### config.mk
export PLATFORM = sky130hd
export DESIGN_NAME = idll_ctrl
export DESIGN_NICKNAME = d
export VERILOG_FILES = /design/src/rtl/core/idll_pkg.sv /design/src/rtl/core/idll_ctrl.sv
export SDC_FILE = /design/constraint.sdc
export NUM_CORES = 1
export LEC_CHECK = 0
export BUFFER_PORTS_ARGS = -buffer_cell sky130_fd_sc_hd__buf_2
export CORE_AREA = 8 8 45 47
export DETAILED_ROUTE_END_ITERATION = 8
export DIE_AREA = 0 0 53 55
export PLACE_DENSITY = 0.52
export SETUP_SLACK_MARGIN = 0.1
export SYNTH_ARGS = -nofsm -noshare
export SYNTH_HDL_FRONTEND = slang
export SYNTH_SLANG_ARGS = --single-unit
### constraint.sdc
create_clock -name clk -period 3.48 [get_ports clk]
set_input_delay 0.174 -clock clk [delete_from_list [all_inputs] [get_ports clk]]
set_output_delay 0.174 -clock clk [all_outputs]
set_load 0.1 [all_outputs]
### src/rtl/core/idll_pkg.sv
// Package for the indexed doubly linked list unit: beat types, request and
// status codes, controller command and status structs. No dependencies.
`timescale 1ns / 1ps

package idll_pkg;

  localparam int SLOTS_DEF      = 256;
  localparam int VALUE_BITS_DEF = 16;
  localparam int ANCHOR_W       = 8;
  localparam int VAL_W          = 16;
  localparam int SLOT_W         = 8;

  typedef enum logic [1:0] {
    REQ_INS_AFTER  = 2'd0,
    REQ_INS_BEFORE = 2'd1,
    REQ_ERASE      = 2'd2,
    REQ_READ       = 2'd3
  } req_kind_t;

  typedef enum logic [1:0] {
    ST_OK   = 2'd0,
    ST_FULL = 2'd1,
    ST_BAD  = 2'd2,
    ST_GONE = 2'd3
  } status_t;

  typedef struct packed {
    req_kind_t             req_type;
    logic [ANCHOR_W-1:0]   anchor_slot;
    logic [VAL_W-1:0]      item_value;
  } in_beat_t;

  typedef struct packed {
    status_t               status;
    logic [SLOT_W-1:0]     new_slot;
    logic [VAL_W-1:0]      read_value;
    logic [SLOT_W-1:0]     read_prev;
    logic [SLOT_W-1:0]     read_next;
  } out_beat_t;

  typedef struct packed {
    logic latch_req;
    logic look;
    logic eval;
    logic link2;
    logic load_out;
  } idll_cmd_t;

  typedef struct packed {
    logic ins_go;
  } idll_sts_t;

endpackage

### src/rtl/core/idll_ctrl.sv
// Controller state machine of the linked list unit: sequences lookup,
// evaluate, link and result load. Depends on idll_pkg.
`timescale 1ns / 1ps

module idll_ctrl (
  input  logic                  clk,
  input  logic                  rst_n,
  input  logic                  in_valid,
  output logic                  in_stall,
  output logic                  out_valid,
  input  logic                  out_stall,
  output idll_pkg::idll_cmd_t   cmd,
  input  idll_pkg::idll_sts_t   sts
);
  import idll_pkg::*;

  typedef enum logic [4:0] {
    S_IDLE = 5'b00001,
    S_LOOK = 5'b00010,
    S_EVAL = 5'b00100,
    S_LINK = 5'b01000,
    S_DONE = 5'b10000
  } ctrl_state_t;

  ctrl_state_t state_r, state_nxt;
  logic        out_valid_r, out_valid_nxt;
  logic        out_free;

  assign out_free  = !out_valid_r || !out_stall;
  assign in_stall  = (state_r != S_IDLE);
  assign out_valid = out_valid_r;

  always_comb begin
    state_nxt = state_r;
    cmd       = '0;
    case (state_r)
      S_IDLE: begin
        if (in_valid) begin
          cmd.latch_req = 1'b1;
          state_nxt     = S_LOOK;
        end
      end
      S_LOOK: begin
        cmd.look  = 1'b1;
        state_nxt = S_EVAL;
      end
      S_EVAL: begin
        cmd.eval  = 1'b1;
        state_nxt = sts.ins_go ? S_LINK : S_DONE;
      end
      S_LINK: begin
        cmd.link2 = 1'b1;
        state_nxt = S_DONE;
      end
      S_DONE: begin
        if (out_free) begin
          cmd.load_out = 1'b1;
          state_nxt    = S_IDLE;
        end
      end
      default: begin
        state_nxt = S_IDLE;
      end
    endcase
  end

  always_comb begin
    if (cmd.load_out) begin
      out_valid_nxt = 1'b1;
    end else if (out_stall) begin
      out_valid_nxt = out_valid_r;
    end else begin
      out_valid_nxt = 1'b0;
    end
  end

  always_ff @(posedge clk) begin
    if (!rst_n) begin
      state_r     <= S_IDLE;
      out_valid_r <= 1'b0;
    end else begin
      state_r     <= state_nxt;
      out_valid_r <= out_valid_nxt;
    end
  end

endmodule

==> metrics.csv <==
metric;value;unit
status;completed;
cap_violations;0;
cts-hold-fix-buffers;0;
setup_viol;0;
min_period_over_period;60.0;%
clk_latency;250;ps
synth_cell_types;22;
fin_crit;2090;ps
grt.overflow.total;0;
syn-cell-area;324;sq um
syn_nets;40;
first_pass_iters;5;
hold_slack;179;ps
setup_slack;1390;ps
crit_arrival;1910;ps
drc;0;
post-cts-setup-buffer-count;0;
cts_made_buffers;3;
hold_path_class;primary input to register;
cts_htree_levels;1;
cp_max_fo;7;
nets;54;
syn_to_final_growth;25.5;%
fin_setup_tns;0;ps
first_iter_violations;6;
clk_path_buf_depth;2;
io_pins;12;
vias;302;
worst_ep_required_time;3310;ps
p_leak;0.186;nW
dieArea;2920;sq um
synth_seq_area_share;37.1;%
gp_congestion;0.752;
slew_headroom;67.7;%
grt_max_degree;8;
cp-end-kind;output port;
fin_util;29.4;%
worst_slew_pin_slew;488;ps
register_area;120;sq um
antenna_left;0;
slew_violations;0;
nFillCells;159;
cts_num_sinks;6;
start_util;23.4;%
cp-start-kind;register;
drive_gt1_share;36.2;%
fmax;0.479;GHz
ys_warn_count;0;
ys_ff_latch;6;
wl;759;um
cts_root_buf;clkbuf_4;
core;1380;sq um
grt_pass1_wl;1200;um
cts_resized;0;
path_class;register to output port;
cts_tree;built;
grt_pass1_vias;277;
grt_antenna_before_repair;0;
antenna_cells;0;
fp.dieH;55;um
peakVddDrop;0.000191;V
wl_per_cell;12.0;um
rsz0062_at_grt;no;
syn_inst;35;
multi_input_area;178;sq um
cts.clk_slew.worst_paths;50;ps
synth_area_per_cell;9.26;sq um
io_buffers;11;
power;0.205;mW
grt_util_all_layers;5.84;%
die_w;53;um
power.density;505;nW/um^2
finClkSkew;6.24;ps
dp_slack;1660;ps
routed_via_density;4.79;
hold_viol;0;
rows;14;
[cell usage after synthesis (all sizes together)]
cell type / instances / share of area [%]
dfxtp: 6 / 37
xor2: 1 / 2.7
nor4b: 1 / 2.7
nand2: 1 / 1.2
a21oi: 1 / 1.5
nor4: 1 / 1.9
o31a: 1 / 2.7
nor3: 1 / 1.5
and4: 1 / 2.7
and3: 2 / 3.9
o211a: 1 / 3.1
inv: 3 / 3.5
o21ai: 1 / 1.5
o31ai: 1 / 2.3
nor2: 2 / 2.3
buf: 2 / 4.6
and2: 2 / 3.9
o41a: 1 / 3.5
nor3b: 2 / 7.7
or3: 3 / 7.3
a21boi: 1 / 2.3
[through the flow]
stage	instance area [sq um]	instances
final	407	63
after global routing	407	63
after CTS	407	63
after detailed placement	384	60
after global placement	384	60
after floorplan	324	35
[placed cells by master (no fill, tap or decap)]
cell and n:
a21boi_1 1, a21oi_1 1, and2_1 2, and3_1 2, and4_1 1, buf_2 11, clkbuf_4 3, dfxtp_1 6
inv_1 3, nand2_1 1, nor2_1 2, nor3_1 1, nor3b_2 2, nor4_1 1, nor4b_1 1, o211a_1 1
o21ai_0 1, o31a_1 1, o31ai_1 1, o41a_1 1, or3_1 2, or3_4 1, xor2_1 1
[critical path, stage by stage (launching register included)]
cell	delay (ps)
dfxtp_1	360
or3_4	420
or3_1	330
a21oi_1	120
buf_2	440
[report_power, final]
group | internal (mW) | total [mW] | switching [mW]
combinational | 0.0150 | 0.0620 | 0.0470
clock | 0.0392 | 0.0664 | 0.0273
sequential | 0.0720 | 0.0768 | 0.00475
[routing by layer]
metal	up-vias	part of all wire, %	global-route usage [%]
met4	0	1.3	3.88
li1	152	-	-
met3	2	13	4.28
met2	16	41	7.62
met5	-	0	0
met1	132	44	6.53
[area by class of cell]
type / count / area share, %
well taps: 16 / 4.92
clock buffers: 3 / 5.54
repair buffers: 11 / 13.5
flip-flops and latches: 6 / 29.5
multi-input cells: 24 / 43.7
inverters: 3 / 2.77
[path summary, 6_finish.rpt]
check / to / start / cells after the start / slack [ps]
min: state_r[3] / sts / 2 / 180
max reg2reg: state_r[3] / state_r[2] / 3 / 2010
max: cmd[0] / state_r[2] / 4 / 1390
min reg2reg: out_valid / out_valid / 2 / 500
[state kept, by name, indices dropped and copies added, names as in the netlist]
signal,cells
out_valid,1
state_r,5
[logic make-up (layout without fill, tap and decap cells)]
| family | Yosys count | in the layout | synth area share, % |
|---|---|---|---|
| AO/OA/AOI/OAI | 7 | 7 | 17.0 |
| XOR/XNOR | 1 | 1 | 2.70 |
| buffers and inverters | 5 | 17 | 8.11 |
| flip-flops | 6 | 6 | 37.1 |
| AND/OR/NAND/NOR | 16 | 16 | 35.1 |
No activity file was read; power rests on OpenSTA's default activity.
